==> src/rtl/pfe_pkg.sv <==
// Shared types, constants and square lookup functions for the Playfair encryptor.
package pfe_pkg;

  localparam int SquareDim  = 5;
  localparam int LetterW    = 5;
  localparam int IdxW       = $clog2(SquareDim);
  localparam int RowW       = SquareDim * LetterW;
  localparam int CfgIndexW  = 3;
  localparam int FifoDepth  = 4;
  localparam int FifoPtrW   = $clog2(FifoDepth);

  typedef logic [LetterW-1:0] letter_t;
  typedef logic [IdxW-1:0]    idx_t;
  typedef logic [SquareDim-1:0][SquareDim-1:0][LetterW-1:0] key_square_t;

  typedef enum logic [CfgIndexW-1:0] {
    CfgRowZero  = 3'd0,
    CfgRowOne   = 3'd1,
    CfgRowTwo   = 3'd2,
    CfgRowThree = 3'd3,
    CfgRowFour  = 3'd4,
    CfgFiller   = 3'd5
  } cfg_reg_e;

  localparam key_square_t KeyReset = {
    25'd2149955, 25'd6848868, 25'd25942713, 25'd17283508, 25'd10755244
  };
  localparam letter_t FillerReset = 5'd23;

  typedef struct packed {
    letter_t plain_letter;
    logic    message_end;
  } in_t;

  typedef struct packed {
    letter_t cipher_letter;
    logic    last_of_run;
    logic    letter_missing;
  } out_t;

  // one digraph; twice marks a doubled final letter sent as two identical pairs
  typedef struct packed {
    letter_t a;
    letter_t b;
    logic    twice;
  } job_t;

  typedef struct packed {
    logic vld;
    job_t job;
  } job_req_t;

  typedef struct packed {
    logic found;
    idx_t row;
    idx_t col;
  } loc_t;

  typedef struct packed {
    letter_t x;
    letter_t y;
    logic    miss;
  } pair_t;

  function automatic idx_t idx_next(idx_t i);
    idx_t res;
    res = (i == idx_t'(SquareDim - 1)) ? '0 : i + idx_t'(1);
    return res;
  endfunction

  // first occurrence wins: scan from the far end so lower positions overwrite
  function automatic loc_t locate(letter_t l, key_square_t sq);
    loc_t res;
    res = '0;
    for (int r = SquareDim - 1; r >= 0; r--) begin
      for (int c = SquareDim - 1; c >= 0; c--) begin
        if (sq[r][c] == l) begin
          res.found = 1'b1;
          res.row   = idx_t'(r);
          res.col   = idx_t'(c);
        end
      end
    end
    return res;
  endfunction

  function automatic pair_t encrypt_pair(letter_t a, letter_t b, key_square_t sq);
    loc_t  la;
    loc_t  lb;
    pair_t res;
    la = locate(a, sq);
    lb = locate(b, sq);
    res.miss = !(la.found && lb.found);
    if (res.miss) begin
      res.x = a;
      res.y = b;
    end else if (la.row == lb.row) begin
      res.x = sq[la.row][idx_next(la.col)];
      res.y = sq[lb.row][idx_next(lb.col)];
    end else if (la.col == lb.col) begin
      res.x = sq[idx_next(la.row)][la.col];
      res.y = sq[idx_next(lb.row)][lb.col];
    end else begin
      res.x = sq[la.row][lb.col];
      res.y = sq[lb.row][la.col];
    end
    return res;
  endfunction

endpackage

==> src/rtl/pfe_front.sv <==
// Front end: holds the pending letter and turns letters into digraph jobs.
module pfe_front (
  input  logic              clk,
  input  logic              rst_n,
  input  logic              in_valid,
  output logic              in_ready,
  input  pfe_pkg::in_t      in_data,
  input  pfe_pkg::letter_t  filler,
  input  logic              fifo_full,
  output pfe_pkg::job_req_t job_req
);

  logic             pend_valid_r;
  logic             pend_valid_nxt;
  pfe_pkg::letter_t pend_letter_r;
  pfe_pkg::letter_t pend_letter_nxt;
  logic             accept;

  assign in_ready = !fifo_full;
  assign accept   = in_valid && in_ready;

  always_comb begin
    pend_valid_nxt  = pend_valid_r;
    pend_letter_nxt = pend_letter_r;
    job_req         = '0;
    if (accept) begin
      if (!pend_valid_r) begin
        if (in_data.message_end) begin
          job_req.vld   = 1'b1;
          job_req.job.a = in_data.plain_letter;
          job_req.job.b = filler;
        end else begin
          pend_valid_nxt  = 1'b1;
          pend_letter_nxt = in_data.plain_letter;
        end
      end else if (in_data.plain_letter != pend_letter_r) begin
        job_req.vld    = 1'b1;
        job_req.job.a  = pend_letter_r;
        job_req.job.b  = in_data.plain_letter;
        pend_valid_nxt = 1'b0;
      end else begin
        job_req.vld       = 1'b1;
        job_req.job.a     = pend_letter_r;
        job_req.job.b     = filler;
        job_req.job.twice = in_data.message_end;
        pend_valid_nxt    = !in_data.message_end;
      end
    end
  end

  always_ff @(posedge clk) begin
    if (!rst_n) begin
      pend_valid_r  <= 1'b0;
      pend_letter_r <= '0;
    end else begin
      pend_valid_r  <= pend_valid_nxt;
      pend_letter_r <= pend_letter_nxt;
    end
  end

endmodule

==> src/rtl/pfe_fifo.sv <==
// Short job queue between the front end and the cipher back end.
module pfe_fifo (
  input  logic              clk,
  input  logic              rst_n,
  input  pfe_pkg::job_req_t push,
  output logic              full,
  input  logic              pop,
  output logic              valid,
  output pfe_pkg::job_t     head
);

  pfe_pkg::job_t                 mem_r [pfe_pkg::FifoDepth];
  logic [pfe_pkg::FifoPtrW-1:0]  wr_ptr_r;
  logic [pfe_pkg::FifoPtrW-1:0]  wr_ptr_nxt;
  logic [pfe_pkg::FifoPtrW-1:0]  rd_ptr_r;
  logic [pfe_pkg::FifoPtrW-1:0]  rd_ptr_nxt;
  logic [pfe_pkg::FifoPtrW:0]    count_r;
  logic [pfe_pkg::FifoPtrW:0]    count_nxt;

  assign full  = (count_r == (pfe_pkg::FifoPtrW+1)'(pfe_pkg::FifoDepth));
  assign valid = (count_r != '0);
  assign head  = mem_r[rd_ptr_r];

  always_comb begin
    wr_ptr_nxt = push.vld ? wr_ptr_r + 1'b1 : wr_ptr_r;
    rd_ptr_nxt = pop ? rd_ptr_r + 1'b1 : rd_ptr_r;
    count_nxt  = count_r;
    if (push.vld && !pop) begin
      count_nxt = count_r + 1'b1;
    end else if (!push.vld && pop) begin
      count_nxt = count_r - 1'b1;
    end
  end

  always_ff @(posedge clk) begin
    if (push.vld) begin
      mem_r[wr_ptr_r] <= push.job;
    end
  end

  always_ff @(posedge clk) begin
    if (!rst_n) begin
      wr_ptr_r <= '0;
      rd_ptr_r <= '0;
      count_r  <= '0;
    end else begin
      wr_ptr_r <= wr_ptr_nxt;
      rd_ptr_r <= rd_ptr_nxt;
      count_r  <= count_nxt;
    end
  end

endmodule

==> src/rtl/pfe_back.sv <==
// Back end: encrypts one digraph job and sends its letters one beat at a time.
module pfe_back (
  input  logic                 clk,
  input  logic                 rst_n,
  input  pfe_pkg::key_square_t key_sq,
  input  logic                 fifo_valid,
  input  pfe_pkg::job_t        fifo_head,
  output logic                 fifo_pop,
  output logic                 out_valid,
  input  logic                 out_ready,
  output pfe_pkg::out_t        out_data
);

  pfe_pkg::job_t  job_r;
  pfe_pkg::job_t  job_nxt;
  logic           job_valid_r;
  logic           job_valid_nxt;
  logic [1:0]     beat_r;
  logic [1:0]     beat_nxt;
  logic           out_valid_r;
  logic           out_valid_nxt;
  pfe_pkg::out_t  out_data_r;
  pfe_pkg::out_t  out_data_nxt;
  pfe_pkg::pair_t pair;
  logic           beat_last;
  logic           load;
  logic           job_done;

  assign pair      = pfe_pkg::encrypt_pair(job_r.a, job_r.b, key_sq);
  assign beat_last = job_r.twice ? (beat_r == 2'd3) : (beat_r == 2'd1);
  assign load      = job_valid_r && (!out_valid_r || out_ready);
  assign job_done  = load && beat_last;
  assign fifo_pop  = fifo_valid && (!job_valid_r || job_done);

  always_comb begin
    job_nxt       = job_r;
    job_valid_nxt = job_valid_r;
    beat_nxt      = beat_r;
    if (fifo_pop) begin
      job_nxt       = fifo_head;
      job_valid_nxt = 1'b1;
      beat_nxt      = '0;
    end else if (job_done) begin
      job_valid_nxt = 1'b0;
    end else if (load) begin
      beat_nxt = beat_r + 2'd1;
    end
  end

  always_comb begin
    out_valid_nxt = out_valid_r;
    out_data_nxt  = out_data_r;
    if (load) begin
      out_valid_nxt               = 1'b1;
      out_data_nxt.cipher_letter  = beat_r[0] ? pair.y : pair.x;
      out_data_nxt.last_of_run    = beat_last;
      out_data_nxt.letter_missing = pair.miss;
    end else if (out_ready) begin
      out_valid_nxt = 1'b0;
    end
  end

  always_ff @(posedge clk) begin
    job_r      <= job_nxt;
    out_data_r <= out_data_nxt;
  end

  always_ff @(posedge clk) begin
    if (!rst_n) begin
      job_valid_r <= 1'b0;
      beat_r      <= '0;
      out_valid_r <= 1'b0;
    end else begin
      job_valid_r <= job_valid_nxt;
      beat_r      <= beat_nxt;
      out_valid_r <= out_valid_nxt;
    end
  end

  assign out_valid = out_valid_r;
  assign out_data  = out_data_r;

endmodule

==> src/rtl/playfair_digraph_encrypt.sv <==
// Top level: Playfair digraph encryptor with key square and filler registers.
// The closing letter's digraph passes the queue, the job register and the output register
// before its first cipher letter leaves, the second following it; a lone pending letter gives no beat.
// Throughput: one letter and one result beat per cycle while out_ready holds; a doubled
// letter closes a digraph alone, so runs of them fill the 4-entry queue and input drops to one letter in two.
// Reset: synchronous, active low; clears pending letter, queue and output; reset square and filler.
module playfair_digraph_encrypt (
  input  logic                          clk,
  input  logic                          rst_n,
  input  logic                          in_valid,
  output logic                          in_ready,
  input  pfe_pkg::in_t                  in_data,
  output logic                          out_valid,
  input  logic                          out_ready,
  output pfe_pkg::out_t                 out_data,
  input  logic                          cfg_we,
  input  logic [pfe_pkg::CfgIndexW-1:0] cfg_index,
  input  logic [pfe_pkg::RowW-1:0]      cfg_wdata
);

  pfe_pkg::key_square_t key_sq_r;
  pfe_pkg::key_square_t key_sq_nxt;
  pfe_pkg::letter_t     filler_r;
  pfe_pkg::letter_t     filler_nxt;
  pfe_pkg::job_req_t    job_req;
  pfe_pkg::job_t        fifo_head;
  logic                 fifo_full;
  logic                 fifo_valid;
  logic                 fifo_pop;

  always_comb begin
    key_sq_nxt = key_sq_r;
    filler_nxt = filler_r;
    if (cfg_we) begin
      case (cfg_index)
        pfe_pkg::CfgRowZero:  key_sq_nxt[0] = cfg_wdata;
        pfe_pkg::CfgRowOne:   key_sq_nxt[1] = cfg_wdata;
        pfe_pkg::CfgRowTwo:   key_sq_nxt[2] = cfg_wdata;
        pfe_pkg::CfgRowThree: key_sq_nxt[3] = cfg_wdata;
        pfe_pkg::CfgRowFour:  key_sq_nxt[4] = cfg_wdata;
        pfe_pkg::CfgFiller:   filler_nxt    = cfg_wdata[pfe_pkg::LetterW-1:0];
        default: ;
      endcase
    end
  end

  always_ff @(posedge clk) begin
    if (!rst_n) begin
      key_sq_r <= pfe_pkg::KeyReset;
      filler_r <= pfe_pkg::FillerReset;
    end else begin
      key_sq_r <= key_sq_nxt;
      filler_r <= filler_nxt;
    end
  end

  pfe_front u_front (
    .clk       (clk),
    .rst_n     (rst_n),
    .in_valid  (in_valid),
    .in_ready  (in_ready),
    .in_data   (in_data),
    .filler    (filler_r),
    .fifo_full (fifo_full),
    .job_req   (job_req)
  );

  pfe_fifo u_fifo (
    .clk   (clk),
    .rst_n (rst_n),
    .push  (job_req),
    .full  (fifo_full),
    .pop   (fifo_pop),
    .valid (fifo_valid),
    .head  (fifo_head)
  );

  pfe_back u_back (
    .clk        (clk),
    .rst_n      (rst_n),
    .key_sq     (key_sq_r),
    .fifo_valid (fifo_valid),
    .fifo_head  (fifo_head),
    .fifo_pop   (fifo_pop),
    .out_valid  (out_valid),
    .out_ready  (out_ready),
    .out_data   (out_data)
  );

  a_no_push_when_full: assert property (@(posedge clk) disable iff (!rst_n)
    job_req.vld |-> !fifo_full)
    else $error("job pushed into full queue");

  a_pop_needs_job: assert property (@(posedge clk) disable iff (!rst_n)
    fifo_pop |-> fifo_valid)
    else $error("job popped from empty queue");

  a_out_idle_after_reset: assert property (@(posedge clk)
    !$past(rst_n) |-> !out_valid)
    else $error("result beat straight after reset");

  a_lone_letter_quiet: assert property (@(posedge clk) disable iff (!rst_n)
    (in_valid && in_ready && !job_req.vld) |-> !in_data.message_end)
    else $error("final letter produced no digraph");

endmodule
==> config.mk <==
export PLATFORM = sky130hd
export DESIGN_NAME = playfair_digraph_encrypt
export DESIGN_NICKNAME = d
export VERILOG_FILES = /design/src/rtl/pfe_pkg.sv /design/src/rtl/pfe_front.sv /design/src/rtl/pfe_fifo.sv /design/src/rtl/pfe_back.sv /design/src/rtl/playfair_digraph_encrypt.sv
export SDC_FILE = /design/constraint.sdc
export NUM_CORES = 1
export LEC_CHECK = 0
export ABC_AREA = 1
export BUFFER_PORTS_ARGS = -buffer_cell sky130_fd_sc_hd__buf_4
export CELL_PAD_IN_SITES_DETAIL_PLACEMENT = 0
export CELL_PAD_IN_SITES_GLOBAL_PLACEMENT = 1
export CORE_MARGIN = 3
export CORE_UTILIZATION = 40
export DETAILED_ROUTE_END_ITERATION = 16
export PLACE_DENSITY = 0.79
export SLEW_MARGIN = 20
export SYNTH_ARGS = -nofsm -noshare
export SYNTH_HDL_FRONTEND = slang
export SYNTH_SLANG_ARGS = --single-unit
==> constraint.sdc <==
create_clock -name clk -period 4.65 [get_ports clk]
set_input_delay 0.465 -clock clk [delete_from_list [all_inputs] [get_ports clk]]
set_output_delay 0.465 -clock clk [all_outputs]
set_load 0.01 [all_outputs]
==> results.json, run 1 <==
{
  "outcome": "finished, final reports clean",
  "first_pass_iters": 8,
  "clock.fmax_ghz": 0.2236,
  "crit_type": "register to register",
  "worst-r2r-setup-slack_ps": 180,
  "io_pins": 48,
  "dieArea_um2": 48250,
  "drive_gt1_share_pct": 11.32,
  "synth_area_leader_cell": "dfxtp_1",
  "syn_nets": 2959,
  "ys_ff_latch": 209,
  "grt.overflow.total": 0,
  "slew_violations": 0,
  "hp-class": "input port to register",
  "skew_ps": 23.45,
  "syn2layout_area_growth_pct": 14.52,
  "final_nets": 3009,
  "synth-edff-count": 62,
  "critPathRequiredTime_ps": 5090,
  "critPathMaxFanout": 33,
  "finalNonFillerCells": 3568,
  "final_area_um2": 20910,
  "antenna_found_initial": 3,
  "arrival_ps": 4910,
  "cap_violations": 0,
  "synth_top_area_share_pct": 16.12,
  "synthCells": 2906,
  "core_area_um2": 44700,
  "timing.rr.start": "u_back.job_r[9]",
  "die_w_um": 219.7,
  "min-delay-start": "cfg_wdata[19]",
  "portBuffers": 47,
  "slew_headroom_pct": 30.05,
  "placedInstanceArea_um2": 19850,
  "synth_cell_types": 53,
  "grt_pass1_vias": 19217,
  "fin_crit_sh_pct": 96.19,
  "finalHoldViolations": 0,
  "cp_slowest_cell": "o21ai_0",
  "grtUsageTotal_pct": 38.08,
  "dp_hpwl_um": 70590,
  "synth_warnings": 0,
  "synth_flop_cell": "dfxtp_1",
  "layout_min_cycle_time_ps": 4473,
  "whs_path_depth": 3,
  "fp-row-count": 77,
  "vias": 21289,
  "worst_setup_path_end_kind": "register",
  "drc": 0,
  "cts_tree": "done",
  "wl_per_cell_um": 26.33,
  "async_reset_ff_share_pct": 0,
  "clkLatencyLatePin_ps": 580,
  "gp_congestion": 1.030,
  "tightest_slew_ps": 1045,
  "rr_worst_depth": 31,
  "htreeDepth": 1,
  "cts.sinks": 209,
  "grt_pass1_wl_um": 134300,
  "rsz0062_at_grt": "yes",
  "dp_cells": 3512,
  "grt_max_degree": 75,
  "r2r-end": "u_back.out_data[5]",
  "syn-mean-instance-area_um2": 6.284,
  "yosysSeqAreaShare_pct": 26.31,
  "yosysMostFrequentCell": "nand2_1",
  "ant_nets": 0,
  "cts_root_buf": "clkbuf_16",
  "n_antenna_cell": 0,
  "cts_buffers": 26,
  "hold_ws_ps": 155.4,
  "whs_endpoint": "key_sq_r[69]",
  "setup_viol": 0,
  "synth_area_um2": 18260,
  "startpoint_type": "register",
  "yosys-top-cells-area": "dfxtp_1 (16%), nand2_1 (16%), edfxtp_1 (10%), o21ai_0 (7.5%), nand3_1 (7.1%)",
  "finalWirelength_um": 93930,
  "cts.clk_slew.worst_paths_ps": 60,
  "die_h_um": 219.7,
  "vias_per_cell": 5.967,
  "clockBufferDepth": 3,
  "crit_top_cell": "nand2_1",
  "critPathMaxStageDelay_ps": 500,
  "synth_common_cells": "nand2_1 (780), o21ai_0 (274), nand3_1 (260), inv_1 (229), nor2_1 (219)",
  "initial_core_util_pct": 40.85,
  "initialDrtViolationCount": 2675
}
routing by layer:
| layer | track usage, % | vias to the layer above | routed length (µm) | share of wire [%] |
|---|---|---|---|---|
| met5 | 0 | - | 0 | 0 |
| met4 | 15.35 | 0 | 4480 | 4.8 |
| met3 | 7.322 | 197 | 10220 | 11 |
| met2 | 56.29 | 1304 | 39120 | 42 |
| met1 | 54.34 | 10056 | 40110 | 43 |
| li1 | - | 9732 | - | - |
worst max path at each step:
stage                    start            endpoint  slack (ps)
3_3_place_gp   u_back.job_r[9]  u_back.out_data[6]         -20
4_1_cts        u_back.job_r[3]  u_back.out_data[5]         130
6_report       u_back.job_r[9]  u_back.out_data[5]         180
3_5_place_dp   u_back.job_r[9]  u_back.out_data[6]          20
2_1_floorplan  u_back.job_r[4]  u_back.out_data[5]         880
5_1_grt        u_back.job_r[1]  u_back.out_data[5]         -10
worst max-delay path: cells and delay by family (launching register included):
family                 cells  cell delay (ps)
AND/OR/NAND/NOR           19             1620
buffers and inverters      9             1350
AO/OA/AOI/OAI              3              960
flip-flops                 1              380
timing repair:
| item | 4_1_cts | 5_1_grt |
|---|---|---|
| resized for setup | 1 | 31 |
| hold buffers | 0 | 0 |
| pin swaps | 0 | 3 |
| gates cloned | 0 | 1 |
| buffers inserted | 0 | 7 |
| endpoints found under the setup margin | 1 | 5 |
registers in the layout (all words and copies together) (netlist names):
| name | flops |
|---|---|
| u_front.pend_letter_r | 5 |
| u_fifo.count_r | 3 |
| u_back.job_r | 11 |
| key_sq_r | 125 |
| u_back.out_data | 7 |
| u_back.beat_r | 2 |
| u_fifo.mem_r | 44 |
| u_fifo.rd_ptr_r | 2 |
| u_fifo.wr_ptr_r | 2 |
| filler_r | 5 |
| u_front.pend_valid_r | 1 |
| u_back.out_valid | 1 |
| u_back.job_valid_r | 1 |
logic make-up (layout without fill, tap and decap cells):
logic type      Yosys count  after routing  share of synthesized area [%]
flops                   209            209                          26.31
compound gates          639            639                          19.49
simple gates           1385           1385                          31.90
mux                      14             14                         0.7674
buf+inv                 458            528                          11.48
fa+ha+maj                14             14                          1.000
xor+xnor                187            187                          9.051
cell usage in the layout, fill, tap and decap left out, types with 47 or more instances in the layout:
cell / count
edfxtp_1: 62
nand3_1: 258
dfxtp_1: 147
inv_1: 228
nor3_1: 47
xnor2_1: 88
o21ai_0: 271
xor2_1: 97
nand2_1: 772
nor2_1: 210
buf_4: 207
o211ai_1: 100
a21oi_1: 178
cell type report:
cell class / instances / area, µm²
multi-input combinational: 2239 / 11480
clock inverter: 15 / 163.9
fill: 4743 / 23790
sequential: 209 / 4805
inverter: 244 / 923.4
timing repair buffer: 236 / 2087
tap: 592 / 740.7
clock buffer: 33 / 708.2
stage by stage:
| step | setup WS [ps] | setup TNS, ps | utilization (%) |
|---|---|---|---|
| floorplan | 882.0 | 0 | - |
| global placement | -15.33 | -15.33 | 44.41 |
| detailed placement | 19.80 | 0 | 44.41 |
| CTS | 127.8 | 0 | 46.37 |
| global route | -13.72 | -13.72 | 46.78 |
| finish | 177.1 | 0 | 46.78 |
Power of run 1 is left out: the tool's default activity adds up to more than one toggle a clock period on the data nets, which glitch-free logic cannot reach.
==> run 2, diff against run 1 <==
--- a/config.mk
+++ b/config.mk
@@ -8,3 +8,3 @@
 export ABC_AREA = 1
-export BUFFER_PORTS_ARGS = -buffer_cell sky130_fd_sc_hd__buf_4
+export BUFFER_PORTS_ARGS = -buffer_cell sky130_fd_sc_hd__buf_2
 export CELL_PAD_IN_SITES_DETAIL_PLACEMENT = 0
--- a/constraint.sdc
+++ b/constraint.sdc
@@ -3,2 +3,2 @@
 set_output_delay 0.465 -clock clk [all_outputs]
-set_load 0.01 [all_outputs]
+set_load 0.02 [all_outputs]
==> run 2 against run 1 <==
- register-to-register slack worse by 30 ps
- cell count grew 0.84%
- global-route usage grew 0.081 points
- clock skew increased by 7.8 ps
- final area grew 1.8%
- first-iteration DRC count decreased by 0.37%
- routed wire length grew 1.8%
- flip-flop and latch count unchanged
- sequential share of layout area is 0.40 points lower
- worst setup slack worse by 31 ps
- highest routed layer is now met5
==> results.json, run 2 (synthesized netlist as in run 1, its figures left out) <==
{
  "outcome": "finished, final reports clean",
  "regMostFlops": "key_sq_r",
  "fp-row-count": 77,
  "clockBufferDepth": 3,
  "top_regs": "key_sq_r (125), u_fifo.mem_r (44), u_back.job_r (11)",
  "initial_core_util_pct": 40.85,
  "cp_slowest_cell": "edfxtp_1",
  "arrival_ps": 4830,
  "slew_violations": 0,
  "grt_pass1_wl_um": 134900,
  "core_area_um2": 44700,
  "critPathMaxFanout": 12,
  "final_common_cell": "nand2_1",
  "layout_min_cycle_time_ps": 4503,
  "cts.clk_slew.worst_paths_ps": 70,
  "critPathRequiredTime_ps": 4980,
  "rsz0062_at_grt": "yes",
  "r2r-end": "u_back.out_data[3]",
  "worst-r2r-setup-slack_ps": 150,
  "io_pins": 48,
  "finalHoldViolations": 0,
  "grt.overflow.total": 0,
  "final_area_um2": 21280,
  "cap_violations": 0,
  "whs_endpoint": "key_sq_r[69]",
  "whs_path_depth": 3,
  "drive_gt1_share_pct": 12.55,
  "drc": 0,
  "hp-class": "input port to register",
  "htreeDepth": 1,
  "final_cell_mix": "nand2_1 (772), o21ai_0 (266), nand3_1 (258)",
  "crit_type": "register to register",
  "die_w_um": 219.7,
  "placedInstanceArea_um2": 19880,
  "clock.fmax_ghz": 0.2221,
  "grt_pass1_vias": 19782,
  "rr_worst_depth": 32,
  "initialDrtViolationCount": 2665,
  "portBuffers": 47,
  "cts_buffers": 26,
  "wl_per_cell_um": 26.58,
  "cts.sinks": 209,
  "die_h_um": 219.7,
  "ant_nets": 0,
  "timing.rr.start": "u_back.job_r[4]",
  "crit_top_cell": "nand2_1",
  "skew_ps": 31.24,
  "grtUsageTotal_pct": 38.16,
  "critPathMaxStageDelay_ps": 450,
  "clkLatencyLatePin_ps": 590,
  "finalWirelength_um": 95650,
  "worst_setup_path_end_kind": "register",
  "syn2layout_area_growth_pct": 16.55,
  "tightest_slew_ps": 1117,
  "vias_per_cell": 5.936,
  "gp_congestion": 1.061,
  "dieArea_um2": 48250,
  "first_pass_iters": 8,
  "largest_reg_flops": 125,
  "cts_root_buf": "clkbuf_16",
  "startpoint_type": "register",
  "grt_max_degree": 124,
  "final_nets": 3038,
  "vias": 21357,
  "slew_headroom_pct": 25.42,
  "min-delay-start": "cfg_wdata[19]",
  "setup_viol": 0,
  "fin_crit_sh_pct": 96.85,
  "antenna_found_initial": 2,
  "cts_tree": "done",
  "dp_hpwl_um": 70850
}
[run 2: through the flow]
stage	cells	util, %	hold slack, ps	setup TNS, ps	setup WS [ps]
2_1_floorplan	2906	-	429.2	0	882.0
3_3_place_gp	3524	44.47	445.3	-1117	-303.8
3_5_place_dp	3524	44.47	449.4	-1008	-263.8
4_1_cts	3572	46.66	136.9	0	14.46
5_1_grt	3597	47.60	160.5	-39.52	-16.98
6_report	3598	47.61	138.4	0	146.5
[run 2: worst max-delay path by stage]
stage / endpoint / startpoint / slack [ps]
floorplan: u_back.out_data[5] / u_back.job_r[4] / 880
global placement: u_back.out_data[2] / u_back.job_r[1] / -300
detailed placement: u_back.out_data[2] / u_back.job_r[1] / -260
CTS: u_back.out_data[4] / u_back.job_r[2] / 10
global route: u_back.out_data[3] / u_back.job_r[4] / -20
finish: u_back.out_data[3] / u_back.job_r[4] / 150
[run 2: layout make-up]
class,count,area [µm²]
fillers,4644,23420
multi-input cells,2239,11490
flip-flops and latches,209,4805
repair buffers,265,2338
inverters,244,935.9
well taps,592,740.7
clock buffers,30,685.7
clock inverters,18,280.3
diodes,1,2.502
[run 2: critical path: cells and delay by family, from the launching register on]
kind / cells / cell delay [ps]
simple gates: 21 / 2210
buf+inv: 7 / 940
flops: 1 / 450
compound gates: 2 / 320
fa+ha+maj: 1 / 190
xor+xnor: 1 / 140
[run 2: metal layers]
layer	track usage, %	up-vias	part of all wire (%)
met5	0	-	0.010
met4	20.99	2	6.8
met3	9.653	262	11
met2	54.05	1309	40
met1	52.74	9999	42
li1	-	9785	-
[run 2: what timing repair did]
action,CTS,global route
gates cloned,0,5
hold buffers,0,0
pin swaps,0,11
setup buffers,0,20
setup endpoints to repair,5,5
hold endpoints to repair,0,0
gates resized for setup,4,43
Power of run 2 is left out for the same reason.
